`src/rtl/core/skvt_pkg.sv`:
```
`default_nettype none
// ----------------------------------------------------------------------------
// Sorted key/value table package
// Command and status codes, port field widths and the request and result
// structures shared by the table's modules and interfaces.
// ----------------------------------------------------------------------------
package skvt_pkg;

	localparam int CMD_W    = 2;
	localparam int KEY_W    = 32;
	localparam int VALUE_W  = 32;
	localparam int STATUS_W = 2;
	localparam int POS_W    = 4;
	localparam int TOTAL_W  = 5;

	localparam logic [CMD_W-1:0] CMD_FIND   = 2'd0;
	localparam logic [CMD_W-1:0] CMD_INSERT = 2'd1;
	localparam logic [CMD_W-1:0] CMD_SET    = 2'd2;
	localparam logic [CMD_W-1:0] CMD_REMOVE = 2'd3;

	localparam logic [STATUS_W-1:0] ST_OK      = 2'd0;
	localparam logic [STATUS_W-1:0] ST_MISSING = 2'd1;
	localparam logic [STATUS_W-1:0] ST_PRESENT = 2'd2;
	localparam logic [STATUS_W-1:0] ST_FULL    = 2'd3;

	typedef struct packed {
		logic [CMD_W-1:0]   command;
		logic [KEY_W-1:0]   key;
		logic [VALUE_W-1:0] value;
	} req_t;

	typedef struct packed {
		logic [STATUS_W-1:0] status;
		logic [VALUE_W-1:0]  found_value;
		logic [POS_W-1:0]    position;
		logic [TOTAL_W-1:0]  entry_total;
	} rsp_t;

endpackage
`default_nettype wire

```
`src/rtl/core/skvt_if.sv`:
```
`default_nettype none
// ----------------------------------------------------------------------------
// Sorted key/value table channels
// Valid/ready request and result channels; a transaction completes on a
// rising edge with valid and ready both high.
// ----------------------------------------------------------------------------
interface skvt_req_if;
	import skvt_pkg::*;

	logic               valid;
	logic               ready;
	logic [CMD_W-1:0]   command;
	logic [KEY_W-1:0]   key;
	logic [VALUE_W-1:0] value;

	modport source (output valid, output command, output key, output value, input ready);
	modport sink (input valid, input command, input key, input value, output ready);
endinterface

interface skvt_rsp_if;
	import skvt_pkg::*;

	logic                valid;
	logic                ready;
	logic [STATUS_W-1:0] status;
	logic [VALUE_W-1:0]  found_value;
	logic [POS_W-1:0]    position;
	logic [TOTAL_W-1:0]  entry_total;

	modport source (output valid, output status, output found_value, output position,
		output entry_total, input ready);
	modport sink (input valid, input status, input found_value, input position,
		input entry_total, output ready);
endinterface
`default_nettype wire

```
`src/rtl/core/skvt_ram.sv`:
```
`default_nettype none
// ----------------------------------------------------------------------------
// Generic simple dual-port RAM
// One write port and one read port with registered read data.
// ----------------------------------------------------------------------------
module skvt_ram #(
	parameter int WIDTH = 32,
	parameter int DEPTH = 16
) (
	input  wire logic                     clk,
	input  wire logic                     we,
	input  wire logic [$clog2(DEPTH)-1:0] waddr,
	input  wire logic [WIDTH-1:0]         wdata,
	input  wire logic                     re,
	input  wire logic [$clog2(DEPTH)-1:0] raddr,
	output logic      [WIDTH-1:0]         rdata
);
	logic [WIDTH-1:0] mem [DEPTH];

	always_ff @(posedge clk) begin
		if (we) begin
			mem[waddr] <= wdata;
		end
		if (re) begin
			rdata <= mem[raddr];
		end
	end
endmodule
`default_nettype wire

```
`src/rtl/core/skvt_seq.sv`:
```
`default_nettype none
// ----------------------------------------------------------------------------
// Sorted key/value table sequencer
// Binary search over the key memory, then an entry-by-entry shift that opens
// or closes a slot, all under one small state machine.
// ----------------------------------------------------------------------------
module skvt_seq #(
	parameter int CAPACITY    = 16,
	parameter int KEY_WIDTH   = 32,
	parameter int VALUE_WIDTH = 32
) (
	input  wire logic          clk,
	input  wire logic          arst_n,
	input  wire logic          req_valid,
	output logic               req_ready,
	input  wire skvt_pkg::req_t req,
	output logic               rsp_valid,
	input  wire logic          rsp_ready,
	output skvt_pkg::rsp_t     rsp
);
	import skvt_pkg::*;

	localparam int IW = $clog2(CAPACITY);
	localparam int CW = $clog2(CAPACITY + 1);
	localparam logic [CW-1:0] CAP_C = CW'(CAPACITY);

	localparam logic [2:0] S_IDLE  = 3'd0;
	localparam logic [2:0] S_PROBE = 3'd1;
	localparam logic [2:0] S_CMP   = 3'd2;
	localparam logic [2:0] S_ACT   = 3'd3;
	localparam logic [2:0] S_SHIFT = 3'd4;
	localparam logic [2:0] S_PUT   = 3'd5;
	localparam logic [2:0] S_DONE  = 3'd6;

	logic [2:0]             state_q;
	logic [CW-1:0]          count_q;
	logic                   pend_q;

	logic [CMD_W-1:0]       cmd_q;
	logic [KEY_WIDTH-1:0]   key_q;
	logic [VALUE_WIDTH-1:0] val_q;
	logic [CW-1:0]          lo_q;
	logic [CW-1:0]          hi_q;
	logic [CW-1:0]          mid_q;
	logic [CW-1:0]          idx_q;
	logic                   hit_q;
	logic [VALUE_WIDTH-1:0] fv_hit_q;
	logic                   up_q;
	logic [CW-1:0]          rem_q;
	logic [IW-1:0]          src_q;
	logic [IW-1:0]          pend_src_q;
	logic [STATUS_W-1:0]    status_q;
	logic [VALUE_WIDTH-1:0] fv_q;
	logic [CW-1:0]          pos_q;

	logic [KEY_WIDTH+31:0]   key_wide;
	logic [VALUE_WIDTH+31:0] val_wide;
	logic [VALUE_WIDTH+31:0] fv_wide;
	logic [CW+3:0]           pos_wide;
	logic [CW+4:0]           total_wide;

	logic [CW-1:0]          mid_c;
	logic [CW-1:0]          cnt_m1;
	logic [CW-1:0]          idx_p1;
	logic                   full_c;
	logic                   grow_c;
	logic                   shrink_c;

	logic                   k_we;
	logic                   v_we;
	logic [IW-1:0]          waddr;
	logic [KEY_WIDTH-1:0]   wkey;
	logic [VALUE_WIDTH-1:0] wval;
	logic                   re;
	logic [IW-1:0]          raddr;
	logic [KEY_WIDTH-1:0]   key_rdata;
	logic [VALUE_WIDTH-1:0] val_rdata;

	assign key_wide = {{KEY_WIDTH{1'b0}}, req.key};
	assign val_wide = {{VALUE_WIDTH{1'b0}}, req.value};

	assign mid_c  = lo_q + ((hi_q - lo_q) >> 1);
	assign cnt_m1 = count_q - CW'(1);
	assign idx_p1 = idx_q + CW'(1);
	assign full_c = (count_q >= CAP_C);

	// A miss on insert or set opens a slot unless the table is full; a hit on remove closes one.
	assign grow_c   = !hit_q && !full_c && (cmd_q == CMD_INSERT || cmd_q == CMD_SET);
	assign shrink_c = hit_q && (cmd_q == CMD_REMOVE);

	assign req_ready = (state_q == S_IDLE);
	assign rsp_valid = (state_q == S_DONE);

	assign fv_wide    = {32'b0, fv_q};
	assign pos_wide   = {4'b0, pos_q};
	assign total_wide = {5'b0, count_q};

	always_comb begin
		rsp.status      = status_q;
		rsp.found_value = fv_wide[VALUE_W-1:0];
		rsp.position    = pos_wide[POS_W-1:0];
		rsp.entry_total = total_wide[TOTAL_W-1:0];
	end

	// Memory port control.
	always_comb begin
		k_we  = 1'b0;
		v_we  = 1'b0;
		waddr = idx_q[IW-1:0];
		wkey  = key_q;
		wval  = val_q;
		re    = 1'b0;
		raddr = mid_c[IW-1:0];
		case (state_q)
			S_PROBE: begin
				re = (lo_q < hi_q);
			end
			S_ACT: begin
				v_we = hit_q && (cmd_q == CMD_SET);
			end
			S_SHIFT: begin
				// The entry read last cycle is written one slot over.
				if (pend_q) begin
					k_we  = 1'b1;
					v_we  = 1'b1;
					waddr = up_q ? (pend_src_q + IW'(1)) : (pend_src_q - IW'(1));
					wkey  = key_rdata;
					wval  = val_rdata;
				end
				re    = (rem_q != '0);
				raddr = src_q;
			end
			S_PUT: begin
				k_we = up_q;
				v_we = up_q;
			end
			default: begin
			end
		endcase
	end

	skvt_ram #(.WIDTH(KEY_WIDTH), .DEPTH(CAPACITY)) u_key_ram (
		.clk   (clk),
		.we    (k_we),
		.waddr (waddr),
		.wdata (wkey),
		.re    (re),
		.raddr (raddr),
		.rdata (key_rdata)
	);

	skvt_ram #(.WIDTH(VALUE_WIDTH), .DEPTH(CAPACITY)) u_val_ram (
		.clk   (clk),
		.we    (v_we),
		.waddr (waddr),
		.wdata (wval),
		.re    (re),
		.raddr (raddr),
		.rdata (val_rdata)
	);

	always_ff @(posedge clk or negedge arst_n) begin
		if (!arst_n) begin
			state_q <= S_IDLE;
			count_q <= '0;
			pend_q  <= 1'b0;
		end else begin
			case (state_q)
				S_IDLE: begin
					if (req_valid) begin
						state_q <= S_PROBE;
					end
				end
				S_PROBE: begin
					state_q <= (lo_q < hi_q) ? S_CMP : S_ACT;
				end
				S_CMP: begin
					state_q <= (key_rdata == key_q) ? S_ACT : S_PROBE;
				end
				S_ACT: begin
					pend_q  <= 1'b0;
					state_q <= (grow_c || shrink_c) ? S_SHIFT : S_DONE;
				end
				S_SHIFT: begin
					pend_q <= (rem_q != '0);
					if (rem_q == '0 && !pend_q) begin
						state_q <= S_PUT;
					end
				end
				S_PUT: begin
					count_q <= up_q ? (count_q + CW'(1)) : cnt_m1;
					state_q <= S_DONE;
				end
				S_DONE: begin
					if (rsp_ready) begin
						state_q <= S_IDLE;
					end
				end
				default: begin
					state_q <= S_IDLE;
				end
			endcase
		end
	end

	always_ff @(posedge clk) begin
		case (state_q)
			S_IDLE: begin
				if (req_valid) begin
					cmd_q <= req.command;
					key_q <= key_wide[KEY_WIDTH-1:0];
					val_q <= val_wide[VALUE_WIDTH-1:0];
					lo_q  <= '0;
					hi_q  <= count_q;
					hit_q <= 1'b0;
				end
			end
			S_PROBE: begin
				if (lo_q < hi_q) begin
					mid_q <= mid_c;
				end else begin
					idx_q <= lo_q;
					hit_q <= 1'b0;
				end
			end
			S_CMP: begin
				if (key_rdata == key_q) begin
					hit_q    <= 1'b1;
					idx_q    <= mid_q;
					fv_hit_q <= val_rdata;
				end else if (key_rdata > key_q) begin
					hi_q <= mid_q;
				end else begin
					lo_q <= mid_q + CW'(1);
				end
			end
			S_ACT: begin
				fv_q  <= '0;
				up_q  <= grow_c;
				pos_q <= idx_q;
				case (cmd_q)
					CMD_FIND: begin
						status_q <= hit_q ? ST_OK : ST_MISSING;
						if (hit_q) begin
							fv_q <= fv_hit_q;
						end else begin
							pos_q <= '0;
						end
					end
					CMD_INSERT, CMD_SET: begin
						if (hit_q) begin
							status_q <= (cmd_q == CMD_INSERT) ? ST_PRESENT : ST_OK;
						end else if (full_c) begin
							status_q <= ST_FULL;
							pos_q    <= '0;
						end else begin
							status_q <= ST_OK;
						end
					end
					default: begin
						status_q <= hit_q ? ST_OK : ST_MISSING;
						if (!hit_q) begin
							pos_q <= '0;
						end
					end
				endcase
				if (grow_c) begin
					rem_q <= count_q - idx_q;
					src_q <= cnt_m1[IW-1:0];
				end else begin
					rem_q <= cnt_m1 - idx_q;
					src_q <= idx_p1[IW-1:0];
				end
			end
			S_SHIFT: begin
				if (rem_q != '0) begin
					pend_src_q <= src_q;
					src_q      <= up_q ? (src_q - IW'(1)) : (src_q + IW'(1));
					rem_q      <= rem_q - CW'(1);
				end
			end
			default: begin
			end
		endcase
	end
endmodule
`default_nettype wire

```
`src/rtl/core/sorted_key_value_table.sv`:
```
`default_nettype none
// ----------------------------------------------------------------------------
// Sorted key/value table
// Holds up to CAPACITY key/value pairs in ascending unsigned key order and
// serves find, insert, set and remove requests.
// ----------------------------------------------------------------------------
// Usage:
//   request carries command, key and value; result returns status,
//   found_value, position and entry_total, one result per request.
//   The block takes one request at a time: request.ready is high only while
//   the sequencer is idle. A binary search takes up to ceil(log2(n+1)) probes
//   for n held pairs, each probe a memory read, then a compare. Insert, set of
//   a new key and remove then move the later entries one slot over, one entry
//   per cycle through the single memory write port. The sequencer returns to
//   idle as its result is loaded into the output register.
//   The result sits in an output register, so a new request is accepted
//   while the previous result waits; a stalled receiver only holds back the
//   request after that. Reset empties the table (the pair count is zeroed);
//   memory contents are not cleared and are never read before being written.
// ----------------------------------------------------------------------------
module sorted_key_value_table #(
	parameter int CAPACITY    = 16,
	parameter int KEY_WIDTH   = 32,
	parameter int VALUE_WIDTH = 32
) (
	input wire logic  clk,
	input wire logic  arst_n,
	skvt_req_if.sink  request,
	skvt_rsp_if.source result
);
	import skvt_pkg::*;

	req_t req_s;
	rsp_t seq_rsp;
	rsp_t res_q;
	logic res_valid_q;
	logic seq_rsp_valid;
	logic seq_rsp_ready;

	always_comb begin
		req_s.command = request.command;
		req_s.key     = request.key;
		req_s.value   = request.value;
	end

	skvt_seq #(
		.CAPACITY    (CAPACITY),
		.KEY_WIDTH   (KEY_WIDTH),
		.VALUE_WIDTH (VALUE_WIDTH)
	) u_seq (
		.clk       (clk),
		.arst_n    (arst_n),
		.req_valid (request.valid),
		.req_ready (request.ready),
		.req       (req_s),
		.rsp_valid (seq_rsp_valid),
		.rsp_ready (seq_rsp_ready),
		.rsp       (seq_rsp)
	);

	// The output register is free when empty or being drained this cycle.
	assign seq_rsp_ready = !res_valid_q || result.ready;

	always_ff @(posedge clk or negedge arst_n) begin
		if (!arst_n) begin
			res_valid_q <= 1'b0;
		end else if (seq_rsp_ready) begin
			res_valid_q <= seq_rsp_valid;
		end
	end

	always_ff @(posedge clk) begin
		if (seq_rsp_ready && seq_rsp_valid) begin
			res_q <= seq_rsp;
		end
	end

	assign result.valid       = res_valid_q;
	assign result.status      = res_q.status;
	assign result.found_value = res_q.found_value;
	assign result.position    = res_q.position;
	assign result.entry_total = res_q.entry_total;
endmodule
`default_nettype wire

```
`src/flat_wrapper.sv`:
```
// flat-port wrapper written by rule: the top's interface ports become plain ports
module sorted_key_value_table_flat import skvt_pkg::*;
#(
	parameter int CAPACITY    = 16,
	parameter int KEY_WIDTH   = 32,
	parameter int VALUE_WIDTH = 32
)
  (clk, arst_n, request_valid, request_command, request_key, request_value, request_ready, result_valid, result_status, result_found_value, result_position, result_entry_total, result_ready);
  skvt_req_if request_i ();
  skvt_rsp_if result_i ();
  input wire logic clk;
  input wire logic arst_n;
  input wire logic [$bits(request_i.valid)-1:0] request_valid;
  input wire logic [$bits(request_i.command)-1:0] request_command;
  input wire logic [$bits(request_i.key)-1:0] request_key;
  input wire logic [$bits(request_i.value)-1:0] request_value;
  output wire logic [$bits(request_i.ready)-1:0] request_ready;
  output wire logic [$bits(result_i.valid)-1:0] result_valid;
  output wire logic [$bits(result_i.status)-1:0] result_status;
  output wire logic [$bits(result_i.found_value)-1:0] result_found_value;
  output wire logic [$bits(result_i.position)-1:0] result_position;
  output wire logic [$bits(result_i.entry_total)-1:0] result_entry_total;
  input wire logic [$bits(result_i.ready)-1:0] result_ready;
  assign request_i.valid = request_valid;
  assign request_i.command = request_command;
  assign request_i.key = request_key;
  assign request_i.value = request_value;
  assign request_ready = request_i.ready;
  assign result_valid = result_i.valid;
  assign result_status = result_i.status;
  assign result_found_value = result_i.found_value;
  assign result_position = result_i.position;
  assign result_entry_total = result_i.entry_total;
  assign result_i.ready = result_ready;
  sorted_key_value_table #(.CAPACITY(CAPACITY), .KEY_WIDTH(KEY_WIDTH), .VALUE_WIDTH(VALUE_WIDTH)) u_core (.clk(clk), .arst_n(arst_n), .request(request_i), .result(result_i));
endmodule
```
`config.mk`:
```
export PLATFORM = sky130hd
export DESIGN_NAME = sorted_key_value_table_flat
export DESIGN_NICKNAME = d
export VERILOG_FILES = /design/src/rtl/core/skvt_pkg.sv /design/src/rtl/core/skvt_if.sv /design/src/rtl/core/skvt_ram.sv /design/src/rtl/core/skvt_seq.sv /design/src/rtl/core/sorted_key_value_table.sv /design/src/flat_wrapper.sv
export SDC_FILE = /design/constraint.sdc
export NUM_CORES = 1
export LEC_CHECK = 0
export BUFFER_PORTS_ARGS = -buffer_cell sky130_fd_sc_hd__buf_2
export CAP_MARGIN = 20
export CORE_ASPECT_RATIO = 0.75
export CORE_MARGIN = 5
export CORE_UTILIZATION = 30
export DETAILED_ROUTE_END_ITERATION = 10
export REMOVE_ABC_BUFFERS = 1
export SLEW_MARGIN = 20
export SYNTH_ARGS = -nofsm -noshare
export SYNTH_HDL_FRONTEND = slang
export SYNTH_SLANG_ARGS = --single-unit
```
`constraint.sdc`:
```
create_clock -name clk -period 5.3 [get_ports clk]
set_input_delay 0.795 -clock clk [delete_from_list [all_inputs] [get_ports clk]]
set_output_delay 0.795 -clock clk [all_outputs]
set_load 0.01 [all_outputs]
```
==> flow_summary.yaml, run 1 <==
yosys:
  dominantRegCellSynth: "edfxtp_1"
  synth.top_cell.area_share: 0.728
  ys_ff_latch: 1312
  async_reset_ff_frac: 0.00762
  yosysSeqAreaShare: 0.733
  synthCells: 2961
  synth_area_mm2: 0.0537
  synth_area_leaders: "edfxtp_1 (73%), mux2i_1 (18%), ha_1 (1.4%)"
  synth.distinct_cells: 55
  avgSynthCellArea_um2: 18.1
  synth_largest_area_cell: "edfxtp_1"
  yosysWarnings: 0
  synth-edff-count: 1302
floorplanning:
  initial_core_util: 0.302
  row_count: 134
  pin_count: 115
  die_w_um: 498
  dieHeight_um: 376
  core_area_mm2: 0.178
  dieArea_mm2: 0.188
outcome:
  outcome: "finished, final reports clean"
cts:
  clk_latency_ns: 0.77
  cts_buffers: 142
  clk_pin_slew_ns: 0.06
  hold_buffers: 1
  cts.sinks: 1312
  ctsResizeCount: 0
  cts_max_path_buffers: 3
  cts_max_level: 4
  cts_root_buf: "clkbuf_16"
  cts_tree: "yes"
  cts_setup_buffers: 0
setup_path:
  cp_num_buf_inv: 2
  cp_common_cell: "buf_4"
  r2r_start: "u_core.u_seq.state_q[2]"
  regToRegSetupSlack_ns: 1.25
  crit_path_start_kind: "register"
  cp_cell_sequence: "nor3b_2, and2_4, buf_4, buf_4, nand2_1, o21ai_1"
  arrival_ns: 4.44
  crit_type: "register to register"
  reg2reg_to: "u_core.u_seq.u_key_ram.mem[15][11]"
  slowest_stage: "nor3b_2"
  endpoint_kind: "register"
  timing.critical_path.max_delay_family: "simple AND/OR/NAND/NOR gates"
  slowest_delay_ns: 0.64
  required_ns: 5.69
  cp_max_fo: 47
  reg2regPathDepth: 6
sta:
  final.period_utilization: 0.765
  final-setup-viol-count: 0
  fmax_mhz: 247
  slew_viol_final: 0
  rsz0062_at_grt: "no"
  relSlewSlack: 0.244
  finalSetupTns_ns: 0
  worst_pin_slew_ns: 1.13
  hold_violations: 0
  fin_crit_ns: 4.05
  skew_ns: 0.0404
min_path:
  hold_path.class: "primary input to register"
  whs_path_depth: 1
  hold_end: "u_core.u_seq.key_q[28]"
  min_from: "request_key[28]"
route:
  antenna_left: 0
  vias: 25900
  via_per_inst: 4.56
  wl_per_cell_um: 20.7
  dr.pass1.iters: 5
  drtIter0Drc: 1958
  routed_wirelength_um: 118000
  drcViolationCount: 0
placement:
  dpl.hpwl_um: 67000
  gp_congestion: 0.767
  io_buffers: 114
  placed_area_mm2: 0.0574
layout:
  drive_above_1_share: 0.151
  multiInputGateArea_mm2: 0.0133
  final_nets: 3320
  regArea_mm2: 0.0393
  nFillCells: 16600
  utilization: 0.348
  syn_to_final_growth_pct: 15.5
  finalInstanceArea_mm2: 0.0620
global_route:
  antenna_found_initial: 10
  grt.overflow.total: 0
  grt_use_total: 0.123
  grt_max_degree: 63
  grt_pass1_wl_um: 175000
  grt_pass1_vias: 26300
run:
  drv_cap: 0
==> logic make-up after synthesis <==
group           Yosys count  share of synthesized area
flops                  1312                      0.733
mux                    1001                      0.187
fa+ha+maj                64                     0.0156
xor+xnor                 35                    0.00571
buf+inv                 200                     0.0248
compound gates          121                     0.0134
simple gates            228                     0.0200
==> synthesized netlist by cell type, drive strengths merged, types with 7 or more instances <==
cell	n
edfxtp	1302
and3	33
xor2	13
nand3	7
xnor2	22
nor2	62
nand2	84
nor2b	8
ha	59
mux2i	967
buf	108
inv	64
o21ai	52
mux2	34
nand4	9
a21oi	33
a21o	10
dfrtp	10
clkbuf	27
==> layer usage <==
metal | routed length, um | GRT usage
met3 | 5480 | 0.0240
met1 | 57100 | 0.178
met4 | 2830 | 0.0385
met5 | 58 | 0
met2 | 52300 | 0.188
==> area by class of cell <==
type,instances,area share
inverter,65,0.00394
clock inverter,88,0.0134
clock buffer,170,0.0604
tap,2380,0.0480
antenna,1,0.0000404
multi-input combinational,1449,0.215
timing repair buffer,216,0.0245
sequential,1312,0.635
==> worst max-delay path by stage <==
stage,start,endpoint,slack (ns),cells past startpoint
2_1_floorplan,u_core.u_seq.lo_q[0],u_core.u_seq.u_key_ram.rdata[0],-36.12,9
3_3_place_gp,u_core.u_seq.state_q[2],u_core.u_seq.u_val_ram.mem[15][23],1.39,6
3_5_place_dp,u_core.u_seq.state_q[2],u_core.u_seq.u_val_ram.mem[8][0],1.33,6
4_1_cts,u_core.u_seq.state_q[2],u_core.u_seq.u_val_ram.mem[8][7],1.30,6
5_1_grt,u_core.u_seq.state_q[2],u_core.u_seq.u_key_ram.mem[4][4],0.99,6
6_report,u_core.u_seq.state_q[2],u_core.u_seq.u_key_ram.mem[15][11],1.25,6
==> stage by stage <==
step	hold slack, ns	setup WS [ns]	std cells
2_1_floorplan	0.400	-36.12	2826
3_3_place_gp	0.401	1.39	5417
3_5_place_dp	0.405	1.33	5419
4_1_cts	0.133	1.30	5678
5_1_grt	0.158	0.993	5680
6_report	0.202	1.25	5681
==> flip-flops by register name (all words and copies together) (netlist names), 3 cells and up <==
signal / flops
u_core.u_seq.pend_src_q: 4
u_core.u_seq.count_q: 5
u_core.u_seq.fv_hit_q: 32
u_core.u_seq.state_q: 3
u_core.u_seq.pos_q: 4
u_core.result.position: 4
u_core.u_seq.u_val_ram.rdata: 32
u_core.u_seq.hi_q: 5
u_core.u_seq.val_q: 32
u_core.u_seq.mid_q: 5
u_core.u_seq.key_q: 32
u_core.u_seq.rem_q: 5
u_core.result.entry_total: 5
u_core.u_seq.u_key_ram.mem: 512
u_core.u_seq.u_val_ram.mem: 512
u_core.u_seq.idx_q: 5
u_core.u_seq.u_key_ram.rdata: 32
u_core.result.found_value: 32
u_core.u_seq.fv_q: 32
u_core.u_seq.lo_q: 5
u_core.u_seq.src_q: 4
==> placed cells by master, fill, tap and decap left out, types with 24 or more instances in the layout <==
cell / instances
and3_1: 33
clkbuf_16: 146
edfxtp_1: 1302
inv_1: 63
ha_1: 58
mux2_2: 28
buf_4: 87
nor2_4: 34
clkinv_1: 34
clkinv_2: 26
a21oi_1: 32
mux2i_1: 965
o21ai_0: 41
nor2_1: 28
buf_2: 114
clkbuf_1: 24
nand2_1: 84
==> worst reg2reg max path, cell delays in order (launching register included) <==
cell and delay (ns):
dfrtp_1 0.60, nor3b_2 0.64, and2_4 0.52, buf_4 0.58, buf_4 0.59, nand2_1 0.14
o21ai_1 0.61
Power of run 1 is left out: the tool's default activity adds up to more than one toggle a clock period on the data nets, which glitch-free logic cannot reach.
==> inputs of run 2 (changes only) <==
ABC_AREA = 1   (was unset)
clock period = 3.5 ns   (was 5.3 ns; I/O delays follow)
==> run 2 against run 1 <==
Effect of this change:
- largest cell class unchanged
- cell area increased by 4.5%
- critical path type unchanged
- non-clock buffer count is 132 higher
- first-iteration DRC count grew 83%
- critical endpoint is now u_core.u_seq.u_key_ram.rdata[4]
==> flow_summary.yaml, run 2 <==
setup_path:
  arrival_ns: 3.97
  crit_path_start_kind: "register"
  cp_cell_sequence: "ha_1, fa_1, inv_1, ha_1, inv_1, fa_1, inv_1, nand2_1, o21ai_4, buf_12, buf_4, o211ai_1, nand3_1, nand3_1, nand2_1"
  endpoint_kind: "register"
  required_ns: 4.13
  slowest_delay_ns: 0.49
  slowest_stage: "fa_1"
  cp_common_cell: "inv_1"
  cp_max_fo: 29
  crit_type: "register to register"
placement:
  placed_area_mm2: 0.0597
  io_buffers: 114
  dpl.hpwl_um: 80300
  dp_cells: 7092
  gp_congestion: 0.821
yosys:
  yosysWarnings: 0
  avgSynthCellArea_um2: 11.7
  synth-edff-count: 1302
  synth.distinct_cells: 41
  synth_area_mm2: 0.0547
  synth.top_cell.area_share: 0.714
  async_reset_ff_frac: 0.00762
  synth_area_leaders: "edfxtp_1 (71%), nand2_1 (11%), nand3_1 (6.8%)"
  yosysMostFrequentCell: "nand2_1"
  yosysSeqAreaShare: 0.719
  dominantRegCellSynth: "edfxtp_1"
  synthCells: 4692
  synth_largest_area_cell: "edfxtp_1"
  synth_common_cells: "nand2_1 (1,569), edfxtp_1 (1,302), nand3_1 (747)"
  ys_ff_latch: 1312
layout:
  drive_above_1_share: 0.106
  final_nets: 5040
  stdcell_count: 7415
  syn_to_final_growth_pct: 18.3
  final_cell_mix: "nand2_1 (1,567), edfxtp_1 (1,302), nand3_1 (747)"
  final_common_cell: "nand2_1"
  finalInstanceArea_mm2: 0.0648
  top_regs: "u_core.u_seq.u_key_ram.mem (512), u_core.u_seq.u_val_ram.mem (512)"
cts:
  cts_max_level: 4
  cts_buffers: 140
  cts_tree: "yes"
  cts_root_buf: "clkbuf_16"
  cts.sinks: 1312
  clk_latency_ns: 0.77
  clk_pin_slew_ns: 0.06
  cts_max_path_buffers: 3
sta:
  final.period_utilization: 0.955
  slew_viol_final: 0
  fmax_mhz: 299
  fin_crit_ns: 3.34
  hold_violations: 0
  skew_ns: 0.0438
  final-setup-viol-count: 0
  relSlewSlack: 0.325
  worst_pin_slew_ns: 1.01
  rsz0062_at_grt: "no"
floorplanning:
  row_count: 135
  initial_core_util: 0.302
  dieArea_mm2: 0.191
  dieHeight_um: 380
  pin_count: 115
  core_area_mm2: 0.181
  die_w_um: 503
global_route:
  grt_pass1_wl_um: 222000
  grt_use_total: 0.151
  grt_pass1_vias: 34500
  grt_max_degree: 145
  antenna_found_initial: 5
  grt.overflow.total: 0
route:
  drtIter0Drc: 3592
  dr.pass1.iters: 6
  via_per_inst: 4.84
  antenna_left: 0
  wl_per_cell_um: 20.0
  vias: 35900
  routed_wirelength_um: 148000
  drcViolationCount: 0
min_path:
  hold_path.class: "primary input to async pin"
outcome:
  outcome: "finished, final reports clean"
run:
  drv_cap: 0
## run 2: changes by cell type after synthesis, sizes merged, moves of 17 or more
cell,delta
inv,+209
and3,-33
mux2,-34
o21ai,+17
nor2,+48
clkbuf,+86
buf,+55
a21oi,+37
mux2i,-965
nand2,+1489
nand3,+741
o211ai,+125
## run 2: layout make-up
class	instances	area [um2]
tap	2397	3000
multi-input combinational	2830	13500
inverter	274	1040
antenna	4	10.0
fill	17600	116000
clock buffer	172	3620
timing repair buffer	348	3530
sequential	1312	39300
clock inverter	78	726
## run 2: what timing repair did
item | in CTS | in global routing
hold buffers | 68 | 0
resized for setup | 0 | 7
endpoints found under the hold margin | 77 | 0
buffers inserted | 0 | 0
endpoints found under the setup margin | 0 | 38
## run 2: per-layer routing
layer | wire length (um) | global-route usage | vias to the layer above | part of all wire
li1 | - | - | 16800 | -
met4 | 3240 | 0.0409 | 2 | 0.022
met5 | 7 | 0 | - | 0.000047
met3 | 11000 | 0.0241 | 205 | 0.074
met2 | 67100 | 0.234 | 1311 | 0.45
met1 | 66700 | 0.220 | 17600 | 0.45
## run 2: through the flow
step                       util  setup TNS (ns)  hold slack (ns)  worst slack, ns
final                     0.358               0            0.160            0.158
after global placement    0.330               0            0.403            0.264
after detailed placement  0.330               0            0.405            0.204
after floorplan               -        -6972.37            0.229           -10.50
after global routing      0.358               0            0.180          0.00720
after CTS                 0.357               0            0.126            0.159
## run 2: kinds of logic (layout without fill, tap and decap cells)
logic type / after synthesis / in the layout / share of synthesized area
AO/OA/AOI/OAI: 282 / 282 / 0.0325
XOR/XNOR: 28 / 28 / 0.00448
adder cells (fa/ha/maj): 64 / 64 / 0.0153
buffers and inverters: 550 / 872 / 0.0416
flip-flops: 1312 / 1312 / 0.719
multiplexers: 2 / 2 / 0.000366
other: 0 / 4 / 0
AND/OR/NAND/NOR: 2454 / 2454 / 0.187
## run 2: worst max-delay path: cells and delay by family (launching register included)
family	cells	cell delay, ns
flip-flops	1	0.43
AND/OR/NAND/NOR	4	0.33
adder cells (fa/ha/maj)	4	1.40
AO/OA/AOI/OAI	2	0.27
buffers and inverters	5	0.74
## run 2: final timing paths
kind                                       from  cells after the start                               to  slack (ns)
min reg2reg                u_core.u_seq.fv_q[5]                      0     u_core.result.found_value[5]        0.40
max in group asynchronous                arst_n                      2              u_core.result.valid        3.12
max                        u_core.u_seq.lo_q[0]                     15  u_core.u_seq.u_key_ram.rdata[4]        0.16
min in group clk                  request_valid                      3           u_core.u_seq.key_q[18]        0.28
min                                      arst_n                      2          u_core.u_seq.state_q[1]        0.16
max reg2reg                u_core.u_seq.lo_q[0]                     15  u_core.u_seq.u_key_ram.rdata[4]        0.16
Power of run 2 is left out for the same reason.
